==> src/rtl/hvn_ram.sv <==
// Generic single-port RAM with one write or read per cycle and registered read data.
// No dependencies.
module hvn_ram #(
    parameter int WIDTH = 8,
    parameter int DEPTH = 256
) (
    input  logic                     clk,
    input  logic                     we,
    input  logic [$clog2(DEPTH)-1:0] addr,
    input  logic [WIDTH-1:0]         wdata,
    output logic [WIDTH-1:0]         rdata
);

    logic [WIDTH-1:0] mem [DEPTH];

    always_ff @(posedge clk)
    begin
        if (we)
        begin
            mem[addr] <= wdata;
        end
        rdata <= mem[addr];
    end

endmodule

==> config.mk <==
export PLATFORM = sky130hd
export DESIGN_NAME = hvn_ram
export DESIGN_NICKNAME = d
export VERILOG_FILES = /design/src/rtl/hvn_ram.sv
export SDC_FILE = /design/constraint.sdc
export NUM_CORES = 2
export LEC_CHECK = 0
export BUFFER_PORTS_ARGS = -buffer_cell sky130_fd_sc_hd__buf_2
export CAP_MARGIN = 20
export CORE_UTILIZATION = 51
export CTS_BUF_LIST = sky130_fd_sc_hd__clkbuf_4 sky130_fd_sc_hd__clkbuf_8
export CTS_CLUSTER_SIZE = 40
export DETAILED_ROUTE_END_ITERATION = 6
export PLACE_DENSITY = 0.62
export REMOVE_ABC_BUFFERS = 1
export SLEW_MARGIN = 20
export SYNTH_ARGS = -nofsm -noshare
export SYNTH_HDL_FRONTEND = slang
export SYNTH_SLANG_ARGS = --single-unit
==> constraint.sdc <==
create_clock -name clk -period 7.1 [get_ports clk]
set_input_delay 0.355 -clock clk [delete_from_list [all_inputs] [get_ports clk]]
set_output_delay 0.355 -clock clk [all_outputs]
set_load 0.005 [all_outputs]
Word level (Yosys, flattened, before mapping) --
Memories as Yosys holds them, arrays and structs flattened. A register that Yosys moved wholly into a read port is not among the register bits. Index checks and enable logic that the tools add are counted. W data, S select, Z words.
Operators by class: mux-type cells 2
Operator list (count):
- $mux W1 | 2
Word-level totals: register bits 0, memory bits (writable) 2048, bits of input ports 18, output and inout bits 8, word-level logic and storage cells 3, memories 1
Memories:
- mem | depth 256, bits a word 8, read ports 1, clocked after memory_dff 1, write ports 1, RTL line 14 | logic [WIDTH-1:0] mem [DEPTH];

Depth between registers and ports, before layout --
depth after elaboration 2, mapped depth 10, gate-level depth less buffers 5

Least setup slack after synthesis --
OpenSTA, ideal clock, no wires.
path kind input to register, start in addr[1], end mem mem[111][0], enable pin, library setup time 370 ps, data arrival time 2204 ps, data required time 6730 ps, slack 4526 ps, stages 9, buffers on the path 5, cells stage by stage buf_2 -> clkbuf_1 -> clkbuf_1 -> nand2_1 -> buf_2 -> nor2_1 -> nand2_1 -> clkbuf_1 -> nor2_1
RTL lines:
- start, declared | RTL line 9 | input logic [$clog2(DEPTH)-1:0] addr,
- end, declared | RTL line 14
No word-level cell before the write port.

==> summary.txt <==
Place
  • RD Place Congestion: approximately 0.82
  • DP Worst Slack: between 1.5 and 2 ns
  • Placed insts: 5,466
  • Port buffer count: 25
  • DP Area: about 81,000 µm²
  • Detailed Place HPWL: roughly 110,000 µm

Hold path
  • Worst Hold Class: input port to flop

Drt
  • Post-route ant nets: 0
  • DRT Wirelength: between 150,000 and 200,000 µm
  • Total vias in the final route: approximately 38,000
  • DR vias/cell: ~6.3
  • DR iter-0 viols: just under 4,000
  • Drt first pass iters: 6
  • # DRC: 0
  • Per-cell routed wire length: 31.2 µm

Cells and area
  • Share of layout cells above drive strength 1: a little under 30%
  • Non-Filler Instances: 6,061
  • Final Instance Area: 87,600 µm²
  • Post-layout util: between 50% and 60%
  • Final nets: around 3,800
  • Area growth syn-to-layout: 11.6%

Synthesis
  • Post-synth top cells: edfxtp_1, mux4_2, a22oi_1
  • EDFF count, synth: slightly above 2,000
  • Mean Syn Cell Area: 22.1 µm²
  • Register area share after synthesis: about four fifths
  • Count leader, synth: edfxtp_1
  • Synth top area share: between 70 and 80%
  • Synth cell types: 22
  • Post-Synth Adder-Cell Area: 0%
  • Mux cell area share after synthesis: 14.7%
  • Mapped Area: just under 80,000 µm²
  • YS warnings: 0
  • Largest family of logic cells by synthesized area: multiplexers
  • Ys flop type: edfxtp_1
  • Seq cells post-synth: between 2,000 and 2,500
  • Synth top area cells: edfxtp_1, mux4_2, a22oi_1
  • Xor/xnor share of the synthesized area: 0%
  • Simple-Gate Fraction of Synth Area: 1.73%
  • Synth Area in Compound Gates: roughly 3.6%
  • Post-Synthesis Cells: ~3,500
  • Cell taking the most area after synthesis: edfxtp_1
  • Share of flip-flops with an asynchronous set or reset: 0%

Setup path
  • Arr. time, crit path: approximately 4.6 ns
  • Crit path kind: input port to flop
  • Max stage delay cell, worst path: o41ai_1
  • Critical Path RT: approximately 7.9 ns
  • Crit-path max FO: 98
  • Startpoint types: input port
  • Critical Path End Type: flop
  • Crit path largest cell delay: 1.01 ns
  • Ordered list of cells on the worst path: buf_8, buf_4, buf_12, mux4_2, a22oi_1, a21oi_1, o41ai_1, nand4_1

Timing
  • Final Skew: a little under 0.09 ns
  • RSZ-0062 raised after global routing: no
  • Setup-failing EPs final: 0
  • Max Freq: approximately 260 MHz
  • Final Hold Viols: 3
  • Min Hold Slack: -0.0139 ns
  • Max transition margin: a little under a quarter
  • Post-route setup TNS: 0 ns
  • Setup ws final: roughly 3.2 ns
  • Period utilization: 54.7%
  • Min Tclk post-route: about 3.9 ns
  • Fin. max-slew vios: 0
  • Tightest Pin Transition: ~1.2 ns

Power and ir drop
  • Pwr Density: between 200 and 300 nW/µm²
  • Worst ir drop on vdd: around 0.19 mV
  • P_leak: ~27 nW
  • Final Power: around 24 mW

Floorplan
  • IO Pins: 26
  • Starting density of the core: 51.5%
  • Die width: about 390 µm
  • Core ar.: ~150,000 µm²
  • Die area: ~160,000 µm²
  • Die Y: between 300 and 400 µm
  • Rows: ~140

Clock tree
  • Resized cells post-CTS: 0
  • CTS HTree Levels: 5
  • Post-CTS Setup Inserts: 0
  • Clk root buf: clkbuf_8
  • Clock latency on the worst-skew pair: 1.02 ns
  • Clk sinks: just over 2,000
  • Clock transition time at the flip-flop clock pins of the worst setup and hold paths: 0.06 ns
  • Hold buffer count at cts: 7
  • Num CTS Buffers: around 340
  • Max Buffers Root-to-Sink: 4
  • CTS tree: yes

Global routing
  • GRT overflow: 0
  • First-pass GRT wire length: roughly 280,000 µm
  • Number of global-route vias before repair: 39,500
  • Largest net degree at the start of global routing: approximately 200
  • Tot GR Track Use: roughly 25%
  • Initial antenna violation count: 7

Outcome
  • Outcome: finished with violations
  • Failing checks: negative hold slack

Run
  • Max-Cap Viols: 0
## registers in the layout, indices dropped and copies added (netlist names)
| name | count |
|---|---|
| mem | 2048 |
| rdata | 8 |
## worst max-delay path: cells and delay by family
kind | cells | cell delay (ns)
buffers and inverters | 3 | 1.68
AOI/OAI and AO/OA | 3 | 1.55
muxes | 1 | 0.41
and+or+nand+nor | 1 | 0.39
## per-layer routing
metal  up-vias  wire, µm  global-route usage (%)
li1      15600         -                       -
met1     20400     75800                    34.9
met2      1825     92500                    38.8
met3       322     15500                    4.88
met4         6      5570                    8.42
met5         -        47                       0
## layout make-up
| class | instances | area (µm²) |
|---|---|---|
| Fill cell | 11000 | 64800 |
| Sequential cell | 2056 | 61700 |
| Multi-Input combinational cell | 1258 | 16000 |
| Clock buffer | 454 | 5620 |
| Tap cell | 2030 | 2540 |
| Timing Repair Buffer | 128 | 1100 |
| Clock inverter | 129 | 692 |
| Antenna cell | 5 | 12.5 |
| Inverter | 1 | 3.75 |
## placed cells by master, fill, tap and decap left out, types with 12 or more instances in the layout
master / count
nand3_1: 12
a22oi_1: 256
o41ai_2: 15
nand2_1: 27
o41ai_1: 17
a21oi_1: 128
buf_2: 16
nor3_2: 15
buf_4: 87
clkinv_2: 40
mux4_2: 512
clkinv_1: 78
clkbuf_4: 100
edfxtp_1: 2048
clkbuf_8: 362
nor2_1: 228
nor3_1: 15
## logic make-up after synthesis
kind of cell / after synthesis
flip-flops: 2056
multiplexers: 512
AND/OR/NAND/NOR: 330
buffers and inverters: 233
AO/OA/AOI/OAI: 416
## path summary, 6_finish.rpt
kind | slack [ns] | depth (start not counted) | from | end
worst max-delay path | 3.22 | 8 | addr[1] | rdata[0]
worst min-delay path | -0.01 | 1 | wdata[5] | mem[69][5]
worst max register to register | 4.05 | 5 | mem[139][0] | rdata[0]
worst min register to register | 1.00 | 5 | mem[51][2] | rdata[2]
## power by group
part | leakage [nW] | switching [mW] | internal (mW)
logic | 4.91 | 0.717 | 0.372
registers | 18.5 | 0.0189 | 13.4
clock network | 3.37 | 4.51 | 5.30
total | 26.7 | 5.24 | 19.1
(Power assumes the default switching activity.)
