File: src/rtl/hvn_pkg.sv
// Package for the heightmap vertex normal core: grid sizes, vector types,
// operation codes and the status struct of the normalizer. No dependencies.
package hvn_pkg;

    localparam int MAX_WIDTH  = 128;
    localparam int MAX_LENGTH = 128;
    localparam int COL_W      = 7;
    localparam int ROW_W      = 7;
    localparam int ADDR_W     = COL_W + ROW_W;
    localparam int DEPTH      = MAX_WIDTH * MAX_LENGTH;
    localparam int DIM_W      = 8;
    localparam int H_W        = 8;

    // Vector component before normalizing (face normal or sum of unit normals).
    localparam int COMP_W = 18;
    localparam int MAG_W  = COMP_W - 1;
    localparam int SQ_W   = 2 * MAG_W;
    localparam int DEN_W  = SQ_W + 1;
    localparam int QUO_W  = 31;
    localparam int ROOT_W = 16;
    localparam int Q_W    = 16;

    localparam logic OP_STORE = 1'b0;
    localparam logic OP_QUERY = 1'b1;

    localparam logic [DIM_W-1:0] DIM_MIN   = DIM_W'(2);
    localparam logic [DIM_W-1:0] WIDTH_MAX = DIM_W'(MAX_WIDTH);
    localparam logic [DIM_W-1:0] LEN_MAX   = DIM_W'(MAX_LENGTH);

    localparam logic REG_WIDTH  = 1'b0;
    localparam logic REG_LENGTH = 1'b1;

    // Index 0 is x, 1 is y, 2 is z; components are two's complement.
    typedef logic [2:0][COMP_W-1:0] vec_t;
    typedef logic [2:0][Q_W-1:0]    res_t;

    typedef struct packed {
        logic busy;
        logic done;
    } nu_stat_t;

endpackage

File: src/rtl/hvn_norm.sv
// Iterative vector normalizer: three lanes share one length, each lane divides
// and then takes a square root bit by bit. Depends on hvn_pkg.
module hvn_norm (
    input  logic              clk,
    input  logic              rst_n,
    input  logic              start,
    input  hvn_pkg::vec_t     vec,
    output hvn_pkg::nu_stat_t stat,
    output hvn_pkg::res_t     res
);
    import hvn_pkg::*;

    typedef enum logic [5:0] {
        U_IDLE = 6'b000001,
        U_SQ   = 6'b000010,
        U_SUM  = 6'b000100,
        U_DIV  = 6'b001000,
        U_ROOT = 6'b010000,
        U_DONE = 6'b100000
    } ust_t;

    ust_t st_reg, st_next;
    logic [4:0] cnt_reg, cnt_next;
    logic first_reg, first_next;

    logic [MAG_W-1:0]  mag_reg  [3];
    logic              neg_reg  [3];
    logic [SQ_W-1:0]   sq_reg   [3];
    logic [DEN_W-1:0]  den_reg;
    logic [DEN_W-1:0]  rem_reg  [3];
    logic [QUO_W-1:0]  quo_reg  [3];
    logic [ROOT_W-1:0] root_reg [3];

    logic [DEN_W:0]      trial    [3];
    logic                ge       [3];
    logic [DEN_W-1:0]    rem_step [3];
    logic [ROOT_W-1:0]   cand     [3];
    logic [2*ROOT_W-1:0] cand_sq  [3];
    logic                fits     [3];
    logic [ROOT_W-1:0]   half     [3];
    logic [COMP_W-1:0]   absv     [3];

    always_comb
    begin
        for (int k = 0; k < 3; k++)
        begin
            absv[k] = vec[k][COMP_W-1] ? (~vec[k] + 1'b1) : vec[k];
            // The first step compares the numerator itself, later ones shift in a zero.
            trial[k] = first_reg ? {1'b0, rem_reg[k]} : {rem_reg[k], 1'b0};
            ge[k] = trial[k] >= {1'b0, den_reg};
            rem_step[k] = ge[k] ? DEN_W'(trial[k] - {1'b0, den_reg}) : DEN_W'(trial[k]);
            cand[k] = root_reg[k] | (ROOT_W'(1) << cnt_reg[3:0]);
            cand_sq[k] = cand[k] * cand[k];
            fits[k] = cand_sq[k] <= {1'b0, quo_reg[k]};
            // Largest odd t with t*t <= quotient gives the rounded result (t+1)/2.
            half[k] = ROOT_W'(({1'b0, root_reg[k]} + 1'b1) >> 1);
            res[k] = neg_reg[k] ? Q_W'(~half[k] + 1'b1) : Q_W'(half[k]);
        end
    end

    always_comb
    begin
        st_next = st_reg;
        cnt_next = cnt_reg;
        first_next = first_reg;
        unique case (st_reg)
            U_IDLE:
            begin
                if (start)
                begin
                    st_next = U_SQ;
                end
            end
            U_SQ:
            begin
                st_next = U_SUM;
            end
            U_SUM:
            begin
                st_next = U_DIV;
                cnt_next = 5'(QUO_W - 1);
                first_next = 1'b1;
            end
            U_DIV:
            begin
                first_next = 1'b0;
                if (cnt_reg == 5'd0)
                begin
                    st_next = U_ROOT;
                    cnt_next = 5'(ROOT_W - 1);
                end
                else
                begin
                    cnt_next = cnt_reg - 5'd1;
                end
            end
            U_ROOT:
            begin
                if (cnt_reg == 5'd0)
                begin
                    st_next = U_DONE;
                end
                else
                begin
                    cnt_next = cnt_reg - 5'd1;
                end
            end
            U_DONE:
            begin
                st_next = U_IDLE;
            end
            default:
            begin
                st_next = U_IDLE;
            end
        endcase
    end

    always_ff @(posedge clk or negedge rst_n)
    begin
        if (!rst_n)
        begin
            st_reg <= U_IDLE;
            cnt_reg <= '0;
            first_reg <= 1'b0;
        end
        else
        begin
            st_reg <= st_next;
            cnt_reg <= cnt_next;
            first_reg <= first_next;
        end
    end

    always_ff @(posedge clk)
    begin
        for (int k = 0; k < 3; k++)
        begin
            if (st_reg == U_IDLE && start)
            begin
                mag_reg[k] <= absv[k][MAG_W-1:0];
                neg_reg[k] <= vec[k][COMP_W-1];
            end
            if (st_reg == U_SQ)
            begin
                sq_reg[k] <= mag_reg[k] * mag_reg[k];
            end
            if (st_reg == U_SUM)
            begin
                rem_reg[k] <= DEN_W'(sq_reg[k]);
                quo_reg[k] <= '0;
                root_reg[k] <= '0;
            end
            if (st_reg == U_DIV)
            begin
                rem_reg[k] <= rem_step[k];
                quo_reg[k] <= {quo_reg[k][QUO_W-2:0], ge[k]};
            end
            if (st_reg == U_ROOT && fits[k])
            begin
                root_reg[k] <= cand[k];
            end
        end
        if (st_reg == U_SUM)
        begin
            den_reg <= DEN_W'(sq_reg[0]) + DEN_W'(sq_reg[1]) + DEN_W'(sq_reg[2]);
        end
    end

    assign stat.busy = (st_reg != U_IDLE);
    assign stat.done = (st_reg == U_DONE);

endmodule

File: config.mk
export PLATFORM = sky130hd
export DESIGN_NAME = hvn_norm
export DESIGN_NICKNAME = d
export VERILOG_FILES = /design/src/rtl/hvn_pkg.sv /design/src/rtl/hvn_norm.sv
export SDC_FILE = /design/constraint.sdc
export NUM_CORES = 2
export LEC_CHECK = 0
export BUFFER_PORTS_ARGS = -buffer_cell sky130_fd_sc_hd__buf_2
export CORE_MARGIN = 8
export CORE_UTILIZATION = 65
export CTS_BUF_LIST = sky130_fd_sc_hd__clkbuf_2 sky130_fd_sc_hd__clkbuf_4 sky130_fd_sc_hd__clkbuf_8
export DETAILED_ROUTE_END_ITERATION = 6
export PLACE_DENSITY = 0.89
export RECOVER_POWER = 100
export SYNTH_ARGS = -nofsm -noshare
export SYNTH_HDL_FRONTEND = slang
export SYNTH_SLANG_ARGS = --single-unit
File: constraint.sdc
create_clock -name clk -period 24 [get_ports clk]
set_input_delay 1.2 -clock clk [delete_from_list [all_inputs] [get_ports clk]]
set_output_delay 1.2 -clock clk [all_outputs]
set_load 0.02 [all_outputs]
Word level (Yosys, flattened, before mapping)
Memories as Yosys holds them, arrays and structs flattened.
Cells that the tools add are included.
{"block": "word_totals", "input_bits": 57, "latchBits": 0, "n_memories": 6, "ff_bits": 47, "out_inout_bits": 50, "mem_bits_ro": 0, "mem_bits_rw": 402, "wordCells": 119}
{"memory": "rem_reg", "depth": 3, "word_bits": 35, "rd": 3, "rd_ports_with_merged_regs": 0, "write_ports": 3, "line": "hvn_norm.sv:30", "text": "logic [DEN_W-1:0] rem_reg [3];"}
{"memory": "sq_reg", "depth": 3, "word_bits": 34, "rd": 3, "rd_ports_with_merged_regs": 0, "write_ports": 3, "line": "hvn_norm.sv:28", "text": "logic [SQ_W-1:0] sq_reg [3];"}
{"memory": "quo_reg", "depth": 3, "word_bits": 31, "rd": 3, "rd_ports_with_merged_regs": 0, "write_ports": 3, "line": "hvn_norm.sv:31", "text": "logic [QUO_W-1:0] quo_reg [3];"}
{"memory": "mag_reg", "depth": 3, "word_bits": 17, "rd": 3, "rd_ports_with_merged_regs": 0, "write_ports": 3, "line": "hvn_norm.sv:26", "text": "logic [MAG_W-1:0] mag_reg [3];"}
{"memory": "root_reg", "depth": 3, "word_bits": 16, "rd": 3, "rd_ports_with_merged_regs": 0, "write_ports": 3, "line": "hvn_norm.sv:32", "text": "logic [ROOT_W-1:0] root_reg [3];"}
{"memory": "neg_reg", "depth": 3, "word_bits": 1, "rd": 3, "rd_ports_with_merged_regs": 0, "write_ports": 3, "line": "hvn_norm.sv:27", "text": "logic neg_reg [3];"}
{"block": "op_classes", "div_mod_pow": 0, "mux": 43, "multipliers": 6, "addsub": 15, "n_reduce_logical": 9, "order_cmp": 6, "eq_ne": 11, "n_bitwise": 18, "shifts": 1}
{"op": "$mux W35", "count": 6}
{"op": "$ge A36 B35 Y1", "count": 3}
{"op": "$mux W36", "count": 3}
{"op": "$sub A35 B35 Y35", "count": 3}
{"op": "$mul A17 B17 Y34", "count": 3}
{"op": "$le A32 B31 Y1", "count": 3}
{"op": "$mul A16 B16 Y32", "count": 3}
{"op": "$mux W16", "count": 6}
{"op": "$mux W31", "count": 3}
{"op": "$add A16 B1 Y17 const B", "count": 3}
{"op": "$add A17 B1 Y17 const B", "count": 3}
{"op": "$mux W17", "count": 3}
{"op": "$not A17 Y17", "count": 3}
{"op": "$add A16 B1 Y16 const B", "count": 3}
{"op": "$not A16 Y16", "count": 3}
{"op": "$or A16 B16 Y16", "count": 3}
{"op": "$add A34 B34 Y35", "count": 1}
{"op": "$add A35 B34 Y35", "count": 1}
{"op": "$pmux W6 S5", "count": 1}
{"op": "$mux W6", "count": 3}
{"op": "$shl A1 B4 Y16 const A", "count": 1}
{"op": "$pmux W5 S3", "count": 1}
{"op": "$mux W1", "count": 14}
{"op": "$mux W5", "count": 2}
{"op": "17 further kinds", "count": 31}

Logic depth before layout (Yosys ltp)
{"block": "logic_depth", "ltp_word": 8, "ltp_mapped": 44, "ltp_nobuf": 40}

Worst setup path before layout
No wires, ideal clock.
{"block": "synth_path", "path_kind": "register to register", "start": "register cnt_reg[2]", "end": "memory root_reg[2][0], enable pin", "required_time_ps": 23628, "setup_time_ps": 372, "stages_incl_launch_ff": 44, "path_buffers": 5, "slack_ps": 14338, "arrival_time_ps": 9290, "period_less_slack_ps": 9662, "path_cell_list": "dfrtp_1 clkbuf_1 nor2_1 clkbuf_1 a21oi_1 clkbuf_1 clkinv_1 nand2_1 inv_1 fa_1 inv_1 fa_1 inv_1 fa_1 inv_1 fa_1 inv_1 fa_1 [8 not listed] o21a_1 a21oi_1 o21bai_1 a21oi_1 xnor2_1 ha_1 a21o_1 a21oi_1 nor2b_1 o21ai_0 nand2b_1 a221o_1 a21oi_1 a31oi_1 a211o_1 clkbuf_1 buf_2 nand2_1"}
{"element": "start: declaration", "line": "hvn_norm.sv:23", "text": "logic [4:0] cnt_reg, cnt_next;"}
{"element": "start signal: assignment", "line": "hvn_norm.sv:130", "text": "cnt_reg <= cnt_next;"}
{"element": "end: declaration", "line": "hvn_norm.sv:32"}

==> results.ini <==
[run_status]
status=complete, but fails checks
violations=capacitance limit, slew limit

[yosys]
synth_top_family_by_area=adder cells
synth_seq_cells=446
synth_xor_xnor_area_share_pct=5.25
yosys.area_share.simple_pct=12.3
syn_avg_cell_area_um2=9.23
synth_mux_area_share_pct=2.13
ys_seq_area_share_pct=17.6
syn-cell-area_um2=75800
synth_warnings=0
synth_edf_count=434
synthArstFlopShare_pct=2.69
synth-adder-area-share_pct=43.1
synth_compound_area_share_pct=9.79
syn-instance-count=8217
synth-main-ff-cell=edfxtp_1
ys_types=91

[setup_path]
slowest_stage=o21ai_0
worstPathRequired_ns=24.31
critPathKind=flip-flop to flip-flop
r2r_setup_slack_ns=11.64
startpoint_type=flip-flop
crit_fanout=17
cpMostUsedCell=fa_1
critPathMaxStageDelay_ns=1.70
cp-end-kind=flip-flop
critPathArrivalTime_ns=12.67

[clocking]
clock-root-buffer=clkbuf_8
clockBufferDepth=3
clock-sinks=446
clock_latency_ns=0.80
post-cts-setup-buffers=0
h-tree-depth=3
cts.repair.resized=0
cts_buffers=86
postCtsHoldBufs=0
cts_tree=done
clk_pin_slew_ns=0.06

[global_route]
grt_pass1_wl_um=304000
antenna_found_initial=4
grtUsageTotal_pct=29.4
grt_max_degree=102
grt_pass1_vias=61700
grt_overflow_total=0

[timing]
tightest_slew_ns=4.30
hold_viol=0
final.setup_skew_ns=0.0585
max_slew_margin_pct=-187
fin_tns_setup_ns=0
layout_min_cycle_time_ns=12.36
min_period_over_period_pct=51.5
setup_violations=0
slew_viol_final=949
clock.fmax_mhz=80.9
rsz0062_at_grt=no
fin_ws_ns=11.64

[worst_hold_path]
hold_path_class=primary input to asynchronous set/reset pin

[cells_and_area]
fillers=8491
largest_register_ffs=105
syn_to_final_growth_pct=4.61
final_common_cell=inv_1
layout_common_cells=inv_1 (1734), fa_1 (1098), ha_1 (853)
utilization_pct=68.4
layout.nets=10200
postLayoutCellArea_um2=79300
drive_gt1_share_pct=4.27

[flow_run]
cap_violations=18

[floorplanning]
die_height_um=358
coreArea_um2=116000
rows=125
ioPinCount=107
die-width_um=358
initial_utilization_pct=65.4
die-area_um2=128000

[route]
drt_iter0_markers=4766
wl_per_cell_um=18.9
drtAntennaViolNets=0
via_per_inst=5.87
vias=57700
firstDrtPassIters=6
wl_um=186000
drc=0

[placed_design]
dp_slack_ns=13.12
portBuffers=106
place_congestion=0.975
placed_cell_area_um2=77700
dp_hpwl_um=151000

-- metrics by stage --
step | instances | hold slack [ns]
2_1_floorplan | 8219 | 0.497
3_3_place_gp | 9662 | 0.521
3_5_place_dp | 9662 | 0.516
4_1_cts | 9815 | 0.240
5_1_grt | 9817 | 0.456
6_report | 9818 | 0.433
-- worst max-delay path: cells and delay by family, from the launching register on --
kind,cells,cell delay (ns)
AO/OA/AOI/OAI,7,3.10
AND/OR/NAND/NOR,11,3.36
adder cells (fa/ha/maj),9,4.04
XOR/XNOR,1,0.09
flip-flops,1,0.44
buffers and inverters,5,0.82
-- cells in the mapped netlist (all sizes together) (172+ instances only) --
master	count	area (um^2)
edfxtp	434	13000
clkbuf	197	739
o21ai	284	1430
ha	853	10700
fa	1098	22000
nand2	721	2710
nor2	653	2450
xnor2	329	2880
a21o	173	1300
and2	172	1080
a21oi	364	1820
inv	1736	6520
-- worst paths after layout --
check,end,from,depth (start not counted)
setup / recovery,root_reg[1][12],cnt_reg[0],33
setup reg to reg,root_reg[1][12],cnt_reg[0],33
max in group asynchronous,cnt_reg[2],rst_n,1
hold / removal,st_reg[3],rst_n,1
hold reg to reg,cnt_reg[4],cnt_reg[4],1
min in group clk,cnt_reg[4],cnt_reg[4],1
-- final cells by class --
cell class / count / area [um^2] / area share [%]
antenna: 3 / 7.51 / 0.00947
clock buffer: 111 / 1400 / 1.77
clock inverter: 42 / 378 / 0.477
inverter: 1756 / 6590 / 8.31
multi-input combinational: 5792 / 55000 / 69.3
sequential: 446 / 13300 / 16.8
tap: 1524 / 1910 / 2.40
timing repair buffer: 144 / 691 / 0.871
-- kinds of logic (layout without fill, tap and decap cells) --
group                      Yosys count  count (layout)
and+or+nand+nor                   2055            2055
AOI/OAI and AO/OA                 1178            1178
xor gates and xnor gates           454             454
other                                1               6
buffers and inverters             1981            2053
adders and majority gates         1954            1954
muxes                              148             148
DFF                                446             446
-- metal layers --
metal / vias to the layer above / track usage [%] / share of wire, % / wire length [um]
met1: 28300 / 35.2 / 37 / 68300
met5: - / 0 / 0.0059 / 11
li1: 26300 / - / - / -
met4: 2 / 15.6 / 5.9 / 11000
met3: 665 / 4.81 / 8.2 / 15100
met2: 2422 / 50.9 / 49 / 91100
Power is not shown: default switching activity piles up to over one toggle a cycle in this logic, so the estimate is an artifact.
